--- src/lrfg_pkg.sv ---
// Types, constants and the color wheel of the rainbow frame generator.
package lrfg_pkg;

	localparam int PIXELS_DEFAULT = 8;
	localparam int QUEUE_DEPTH    = 2;
	localparam int IDX_W          = 6;
	localparam int COLOR_W        = 8;
	localparam int WAIT_W         = 8;
	localparam int TICK_W         = 9;

	localparam logic [TICK_W-1:0]  TICK_MAX         = 9'd511;
	localparam logic [WAIT_W-1:0]  WAIT_PLAIN_RESET = 8'd5;
	localparam logic [WAIT_W-1:0]  WAIT_CYCLE_RESET = 8'd2;

	localparam logic [COLOR_W-1:0] SEG_1      = 8'd85;
	localparam logic [COLOR_W-1:0] SEG_2      = 8'd170;
	localparam logic [COLOR_W-1:0] COLOR_FULL = 8'd255;

	typedef enum logic {
		REG_WAIT_PLAIN = 1'b0,
		REG_WAIT_CYCLE = 1'b1
	} reg_index_t;

	typedef struct packed {
		logic               cycle;
		logic [COLOR_W-1:0] phase;
	} frame_cmd_t;

	typedef struct packed {
		logic [COLOR_W-1:0] blue;
		logic [COLOR_W-1:0] red;
		logic [COLOR_W-1:0] green;
	} color_t;

	// Three-segment wheel, each segment a linear ramp of slope three.
	function automatic color_t wheel(input logic [COLOR_W-1:0] pos);
		logic [COLOR_W-1:0] p;
		logic [COLOR_W-1:0] q;
		logic [COLOR_W+1:0] tq;
		color_t             c;
		p = ~pos;
		if (p < SEG_1) begin
			q = p;
		end else if (p < SEG_2) begin
			q = p - SEG_1;
		end else begin
			q = p - SEG_2;
		end
		tq = {2'b00, q} + {1'b0, q, 1'b0};
		if (p < SEG_1) begin
			c.red   = COLOR_FULL - tq[COLOR_W-1:0];
			c.green = '0;
			c.blue  = tq[COLOR_W-1:0];
		end else if (p < SEG_2) begin
			c.red   = '0;
			c.green = tq[COLOR_W-1:0];
			c.blue  = COLOR_FULL - tq[COLOR_W-1:0];
		end else begin
			c.red   = tq[COLOR_W-1:0];
			c.green = COLOR_FULL - tq[COLOR_W-1:0];
			c.blue  = '0;
		end
		return c;
	endfunction

endpackage

--- src/lrfg_front.sv ---
// Tick front end: counts ticks, steps the selected phase and issues frame commands.
module lrfg_front
	import lrfg_pkg::*;
(
	input  logic               clk,
	input  logic               arst_n,
	input  logic               tick_valid,
	output logic               tick_ready,
	input  logic               cycle_mode,
	input  logic [WAIT_W-1:0]  wait_plain,
	input  logic [WAIT_W-1:0]  wait_cycle,
	input  logic               queue_full,
	output logic               push,
	output frame_cmd_t         push_cmd
);

	logic [TICK_W-1:0]  elapsed_q;
	logic [COLOR_W-1:0] phase_plain_q;
	logic [COLOR_W-1:0] phase_cycle_q;
	logic [TICK_W-1:0]  elapsed_inc;
	logic [WAIT_W-1:0]  wait_sel;
	logic               tick_take;
	logic               step;

	assign tick_ready  = !queue_full;
	assign tick_take   = tick_valid && tick_ready;
	assign elapsed_inc = (elapsed_q < TICK_MAX) ? elapsed_q + 1'b1 : elapsed_q;
	assign wait_sel    = cycle_mode ? wait_cycle : wait_plain;
	assign step        = elapsed_inc > {1'b0, wait_sel};

	assign push           = tick_take && step;
	assign push_cmd.cycle = cycle_mode;
	assign push_cmd.phase = cycle_mode ? phase_cycle_q + 1'b1 : phase_plain_q + 1'b1;

	always_ff @(posedge clk or negedge arst_n) begin
		if (!arst_n) begin
			elapsed_q     <= '0;
			phase_plain_q <= '0;
			phase_cycle_q <= '0;
		end else if (tick_take) begin
			if (step) begin
				elapsed_q <= '0;
				if (cycle_mode) begin
					phase_cycle_q <= push_cmd.phase;
				end else begin
					phase_plain_q <= push_cmd.phase;
				end
			end else begin
				elapsed_q <= elapsed_inc;
			end
		end
	end

endmodule

--- src/lrfg_queue.sv ---
// Short command queue between the tick front end and the pixel back end.
module lrfg_queue
	import lrfg_pkg::*;
(
	input  logic       clk,
	input  logic       arst_n,
	input  logic       push,
	input  frame_cmd_t push_cmd,
	output logic       full,
	input  logic       pop,
	output logic       pop_valid,
	output frame_cmd_t pop_cmd
);

	localparam int PTR_W = (QUEUE_DEPTH > 1) ? $clog2(QUEUE_DEPTH) : 1;
	localparam int CNT_W = $clog2(QUEUE_DEPTH + 1);
	localparam logic [PTR_W-1:0] PTR_LAST = PTR_W'(QUEUE_DEPTH - 1);

	frame_cmd_t       entry_q [QUEUE_DEPTH];
	logic [PTR_W-1:0] wr_ptr_q;
	logic [PTR_W-1:0] rd_ptr_q;
	logic [CNT_W-1:0] count_q;

	assign full      = count_q == CNT_W'(QUEUE_DEPTH);
	assign pop_valid = count_q != '0;
	assign pop_cmd   = entry_q[rd_ptr_q];

	always_ff @(posedge clk) begin
		if (push) begin
			entry_q[wr_ptr_q] <= push_cmd;
		end
	end

	always_ff @(posedge clk or negedge arst_n) begin
		if (!arst_n) begin
			wr_ptr_q <= '0;
			rd_ptr_q <= '0;
			count_q  <= '0;
		end else begin
			if (push) begin
				wr_ptr_q <= (wr_ptr_q == PTR_LAST) ? '0 : wr_ptr_q + 1'b1;
			end
			if (pop) begin
				rd_ptr_q <= (rd_ptr_q == PTR_LAST) ? '0 : rd_ptr_q + 1'b1;
			end
			if (push && !pop) begin
				count_q <= count_q + 1'b1;
			end else if (pop && !push) begin
				count_q <= count_q - 1'b1;
			end
		end
	end

endmodule

--- src/lrfg_back.sv ---
// Pixel back end: walks the pixels of a frame and registers one color per beat.
module lrfg_back
	import lrfg_pkg::*;
#(
	parameter int PIXELS = PIXELS_DEFAULT
) (
	input  logic               clk,
	input  logic               arst_n,
	input  logic               cmd_valid,
	input  frame_cmd_t         cmd,
	output logic               cmd_pop,
	output logic               out_valid,
	input  logic               out_ready,
	output logic [IDX_W-1:0]   pixel_index,
	output color_t             color,
	output logic               frame_last
);

	// The cycle-mode offset i*256/PIXELS advances by a fixed quotient and remainder.
	localparam int Q_STEP = 256 / PIXELS;
	localparam int R_STEP = 256 % PIXELS;
	localparam logic [IDX_W-1:0] LAST_IDX = IDX_W'(PIXELS - 1);

	logic               busy_q;
	logic               cyc_q;
	logic [COLOR_W-1:0] phase_q;
	logic [IDX_W-1:0]   idx_q;
	logic [COLOR_W-1:0] quot_q;
	logic [IDX_W-1:0]   rem_q;
	logic               out_valid_q;

	logic [COLOR_W-1:0] pos;
	logic               last;
	logic               emit;
	logic               load;
	logic [IDX_W:0]     rem_sum;
	logic               rem_wrap;
	logic [IDX_W:0]     rem_next;

	assign pos  = cyc_q ? quot_q + phase_q : {{(COLOR_W-IDX_W){1'b0}}, idx_q} + phase_q;
	assign last = idx_q == LAST_IDX;
	assign emit = busy_q && (!out_valid_q || out_ready);
	assign load = cmd_valid && (!busy_q || (emit && last));

	assign rem_sum  = {1'b0, rem_q} + (IDX_W+1)'(R_STEP);
	assign rem_wrap = rem_sum >= (IDX_W+1)'(PIXELS);
	assign rem_next = rem_wrap ? rem_sum - (IDX_W+1)'(PIXELS) : rem_sum;

	assign cmd_pop   = load;
	assign out_valid = out_valid_q;

	always_ff @(posedge clk or negedge arst_n) begin
		if (!arst_n) begin
			busy_q      <= 1'b0;
			out_valid_q <= 1'b0;
		end else begin
			if (load) begin
				busy_q <= 1'b1;
			end else if (emit && last) begin
				busy_q <= 1'b0;
			end
			if (emit) begin
				out_valid_q <= 1'b1;
			end else if (out_ready) begin
				out_valid_q <= 1'b0;
			end
		end
	end

	always_ff @(posedge clk) begin
		if (load) begin
			cyc_q   <= cmd.cycle;
			phase_q <= cmd.phase;
			idx_q   <= '0;
			quot_q  <= '0;
			rem_q   <= '0;
		end else if (emit) begin
			idx_q  <= idx_q + 1'b1;
			quot_q <= quot_q + COLOR_W'(Q_STEP) + {{(COLOR_W-1){1'b0}}, rem_wrap};
			rem_q  <= rem_next[IDX_W-1:0];
		end
		if (emit) begin
			pixel_index <= idx_q;
			color       <= wheel(pos);
			frame_last  <= last;
		end
	end

endmodule

--- src/led_rainbow_frame_generator.sv ---
// Top level of the LED rainbow frame generator: register port, front end, queue and back end.
// Each beat on s_axis is one millisecond tick; s_tdata bit 0 selects plain rainbow (0) or
// rainbow cycle (1). A tick is taken whenever the two-entry frame queue has room, so ticks
// may arrive back to back. A tick that steps its mode's phase queues one frame, which leaves
// m_axis as PIXELS beats at one beat per cycle while m_tready is high; the pixel sequencer
// of the back end sets that rate. Each frame passes through the queue and the back end's
// output register. A tick that does not step produces no beat. Registers: wait_plain at
// address 0 and wait_cycle at address 4; write them only while no frame is in flight.
module led_rainbow_frame_generator
	import lrfg_pkg::*;
#(
	parameter int PIXELS = PIXELS_DEFAULT
) (
	input  logic        clk,
	input  logic        arst_n,
	input  logic        s_tvalid,
	output logic        s_tready,
	input  logic [7:0]  s_tdata,   // [0] cycle_mode, [7:1] zero
	output logic        m_tvalid,
	input  logic        m_tready,
	output logic [31:0] m_tdata,   // [5:0] pixel_index, [13:6] green, [21:14] red,
	                               // [29:22] blue, [31:30] zero
	output logic        m_tlast,   // frame_last
	input  logic        psel,
	input  logic        penable,
	input  logic        pwrite,
	input  logic [2:0]  paddr,
	input  logic [31:0] pwdata,
	output logic [31:0] prdata,
	output logic        pready
);

	logic [WAIT_W-1:0] wait_plain_q;
	logic [WAIT_W-1:0] wait_cycle_q;
	reg_index_t        reg_sel;
	logic              cfg_write;

	logic              queue_full;
	logic              push;
	frame_cmd_t        push_cmd;
	logic              pop;
	logic              pop_valid;
	frame_cmd_t        pop_cmd;
	logic [IDX_W-1:0]  pixel_index;
	color_t            color;

	assign pready    = 1'b1;
	assign reg_sel   = reg_index_t'(paddr[2]);
	assign cfg_write = psel && penable && pwrite && pready;

	always_comb begin
		case (reg_sel)
			REG_WAIT_PLAIN: prdata = {{(32-WAIT_W){1'b0}}, wait_plain_q};
			REG_WAIT_CYCLE: prdata = {{(32-WAIT_W){1'b0}}, wait_cycle_q};
			default:        prdata = '0;
		endcase
	end

	always_ff @(posedge clk or negedge arst_n) begin
		if (!arst_n) begin
			wait_plain_q <= WAIT_PLAIN_RESET;
			wait_cycle_q <= WAIT_CYCLE_RESET;
		end else if (cfg_write) begin
			case (reg_sel)
				REG_WAIT_PLAIN: wait_plain_q <= pwdata[WAIT_W-1:0];
				REG_WAIT_CYCLE: wait_cycle_q <= pwdata[WAIT_W-1:0];
				default: ;
			endcase
		end
	end

	lrfg_front u_front (
		.clk        (clk),
		.arst_n     (arst_n),
		.tick_valid (s_tvalid),
		.tick_ready (s_tready),
		.cycle_mode (s_tdata[0]),
		.wait_plain (wait_plain_q),
		.wait_cycle (wait_cycle_q),
		.queue_full (queue_full),
		.push       (push),
		.push_cmd   (push_cmd)
	);

	lrfg_queue u_queue (
		.clk       (clk),
		.arst_n    (arst_n),
		.push      (push),
		.push_cmd  (push_cmd),
		.full      (queue_full),
		.pop       (pop),
		.pop_valid (pop_valid),
		.pop_cmd   (pop_cmd)
	);

	lrfg_back #(
		.PIXELS (PIXELS)
	) u_back (
		.clk         (clk),
		.arst_n      (arst_n),
		.cmd_valid   (pop_valid),
		.cmd         (pop_cmd),
		.cmd_pop     (pop),
		.out_valid   (m_tvalid),
		.out_ready   (m_tready),
		.pixel_index (pixel_index),
		.color       (color),
		.frame_last  (m_tlast)
	);

	assign m_tdata = {2'b00, color.blue, color.red, color.green, pixel_index};

endmodule

--- config.mk ---
export PLATFORM = sky130hd
export DESIGN_NAME = led_rainbow_frame_generator
export DESIGN_NICKNAME = d
export VERILOG_FILES = /design/src/lrfg_pkg.sv /design/src/lrfg_front.sv /design/src/lrfg_queue.sv /design/src/lrfg_back.sv /design/src/led_rainbow_frame_generator.sv
export SDC_FILE = /design/constraint.sdc
export NUM_CORES = 1
export LEC_CHECK = 0
export BUFFER_PORTS_ARGS = -buffer_cell sky130_fd_sc_hd__buf_2
export CAP_MARGIN = 15
export CORE_MARGIN = 2
export CORE_UTILIZATION = 55
export DETAILED_ROUTE_END_ITERATION = 10
export PLACE_DENSITY = 0.87
export SLEW_MARGIN = 20
export SYNTH_ARGS = -nofsm -noshare
export SYNTH_HDL_FRONTEND = slang
export SYNTH_SLANG_ARGS = --single-unit
--- constraint.sdc ---
create_clock -name clk -period 9.3 [get_ports clk]
set_input_delay 2.79 -clock clk [delete_from_list [all_inputs] [get_ports clk]]
set_output_delay 2.79 -clock clk [all_outputs]
set_load 0.02 [all_outputs]
==> out/metrics.cfg <==
[synthesis]
synthSimpleGateAreaFrac_pct=12.6
synth-async-reset-ratio_pct=38.5
syn_inst=631
synthTopCellsByCount=58 x edfxtp_1, 55 x mux2_2, 46 x nand2_1
synth_top_family_by_area=simple AND/OR/NAND/NOR gates
yosys.area.top_type=edfxtp_1
yosysSeqAreaShare_pct=46.5
synth.mux.area_fraction_pct=12.0
avgSynthCellArea_um2=11.1
synth-main-ff-cell=edfxtp_1
synthXorXnorAreaFrac_pct=6.41
synth_most_common_cell=edfxtp_1
ys_warn_count=0
synth.distinct_cells=73
yosys_register_bits=122
syn_area_um2=7020
synthAdderAreaFrac_pct=6.17
synth_compound_area_share_pct=11.2
synth_top_area_share_pct=24.8
synthTopCellsByArea=edfxtp_1 25%, dfrtp_1 16%, mux2_2 8.8%
synth_edf_count=58

[cells_and_area]
area_delta_synth_final_pct=12.6
utilization_pct=63.1
nNetsFinal=771
regArea_um2=3260
antennaDiodeCount=0
multi_input_area_um2=3510
drive_gt1_share_pct=24.4
fillers=965

[sta]
period_share_pct=68.0
slew_violations=0
rsz0062_at_grt=false
final-setup-viol-count=0
fin_tns_setup_ns=0
layout_min_cycle_time_ns=6.32
max_slew_margin_pct=36.5
hold_slack_ns=0.484
hold_viol_final=0
clock_skew_ns=0.0102
fmaxAchievable_mhz=158
max_slew.worst_pin.slew_ns=0.950

[detailed_routing]
ant_nets=0
dr.pass1.iters=4
vias=4934
drc=0
drt-initial-drc-count=264
vias_per_cell=5.66
wl_per_cell_um=15.6
wirelength_mm=13.6

[worst_setup_path]
critPathArrivalTime_ns=3.53
worstPathMaxFanout=10
cp-end-kind=output pin
crit_start=paddr[2]
crit_type=input pin to output pin
worstPathRequired_ns=6.51
r2r-start=u_back.cyc_q
worstSetupStartpointType=input pin

[grt]
grt_pass1_wl_mm=22.4
grt_pass1_vias=4779
grt_usage_pct=21.1
grt_overflow=0
antenna_found_initial=0
grt_max_degree=48

[die]
dieWidth_um=117
dieArea_um2=13700
rows=41
core_um2=12500
die_h_um=117
start_util_pct=56.1
io_pins=118

[place]
gp_congestion=0.854
io_buffers=57
hpwlAfterDp_mm=9.27

[clock_network]
clock_sinks=122
cts_tree=built
numCtsBuffers=17
insertion_delay_ns=0.42
clk_pin_slew_worst_paths_ns=0.06
clockRootBuffer=clkbuf_16
cts_max_path_buffers=2
h-tree-depth=4
ctsResizeCount=0
postCtsSetupRepairBufs=0
hold_buffers=0

[hold_path]
min_path_type=flip-flop to flip-flop
worstHoldStart=u_front.phase_plain_q[0]

[outcome]
status=finished clean

[run]
cap_viol_max_count=0

[final cells by class]
cell class | instances | area share, %
multi-input cells | 470 | 44.4
flip-flops and latches | 122 | 41.3
clock buffers | 18 | 5.43
repair buffers | 59 | 3.83
well taps | 172 | 2.72
clock inverters | 14 | 1.54
inverters | 17 | 0.807
[sequential cells by signal, summed over array words and instances, names as in the netlist, 2 cells and up]
register               cells
u_queue.count_q            2
u_queue.entry_q           18
u_back.quot_q              8
u_back.phase_q             8
u_back.pixel_index         6
u_back.idx_q               6
wait_cycle_q               8
u_back.color              24
u_front.elapsed_q          9
u_front.phase_plain_q      8
wait_plain_q               8
u_back.rem_q               3
u_front.phase_cycle_q      8
[final timing paths]
kind	slack, ns	end	depth (start not counted)
worst max-delay path	2.98	prdata[0]	3
worst min-delay path	0.48	u_front.phase_plain_q[0]	1
worst max register to register	3.58	u_back.color[5]	17
worst min register to register	0.48	u_front.phase_plain_q[0]	1
max in group asynchronous	6.52	u_front.phase_cycle_q[7]	1
min in group asynchronous	2.37	wait_cycle_q[2]	1
[critical path: stages]
cell	delay, ns
buf_2	0.21
mux2_2	0.37
buf_2	0.16
[metal layers]
| layer | up-vias | global-route usage, % | part of all wire, % |
|---|---|---|---|
| li1 | 2363 | - | - |
| met1 | 2415 | 24.2 | 41 |
| met4 | 0 | 9.96 | 1.5 |
| met3 | 21 | 4.69 | 3.8 |
| met2 | 135 | 37.5 | 54 |
| met5 | - | 0 | 0 |
[cells by family (layout without fill, tap and decap cells)]
kind of cell / Yosys count / count (layout)
AND/OR/NAND/NOR: 174 / 174
flip-flops: 122 / 122
AO/OA/AOI/OAI: 109 / 109
multiplexers: 77 / 77
buffers and inverters: 64 / 108
XOR/XNOR: 49 / 49
adder cells (fa/ha/maj): 34 / 34
other: 2 / 27
[per-stage QoR]
stage	cell area [um2]	worst slack [ns]	instances
final	7900	2.98	872
after global placement	7350	2.98	840
after global routing	7900	2.95	872
after floorplan	7120	2.94	656
after CTS	7900	2.98	872
after detailed placement	7350	2.98	840
[placed cells by master (no fill, tap or decap), drive strengths merged, types with 7 or more instances in the layout]
master  Yosys  routed
xor2       23      23
o21a        7       7
nor3        9       9
nand2      46      46
o21ai      30      30
clkbuf     13      18
nand2b      9       9
dfrtp      44      44
nand3      15      15
edfxtp     58      58
a21oi      25      25
xnor2      25      25
nor2       43      43
dfxtp      17      17
and3        7       7
nor2b      10      10
ha         33      33
inv        17      20
nand4      11      11
buf        34      59
mux2i      22      22
conb        2      27
mux2       55      55
Power is not shown: default switching activity piles up to over one toggle a cycle in this logic, so the estimate is an artifact.
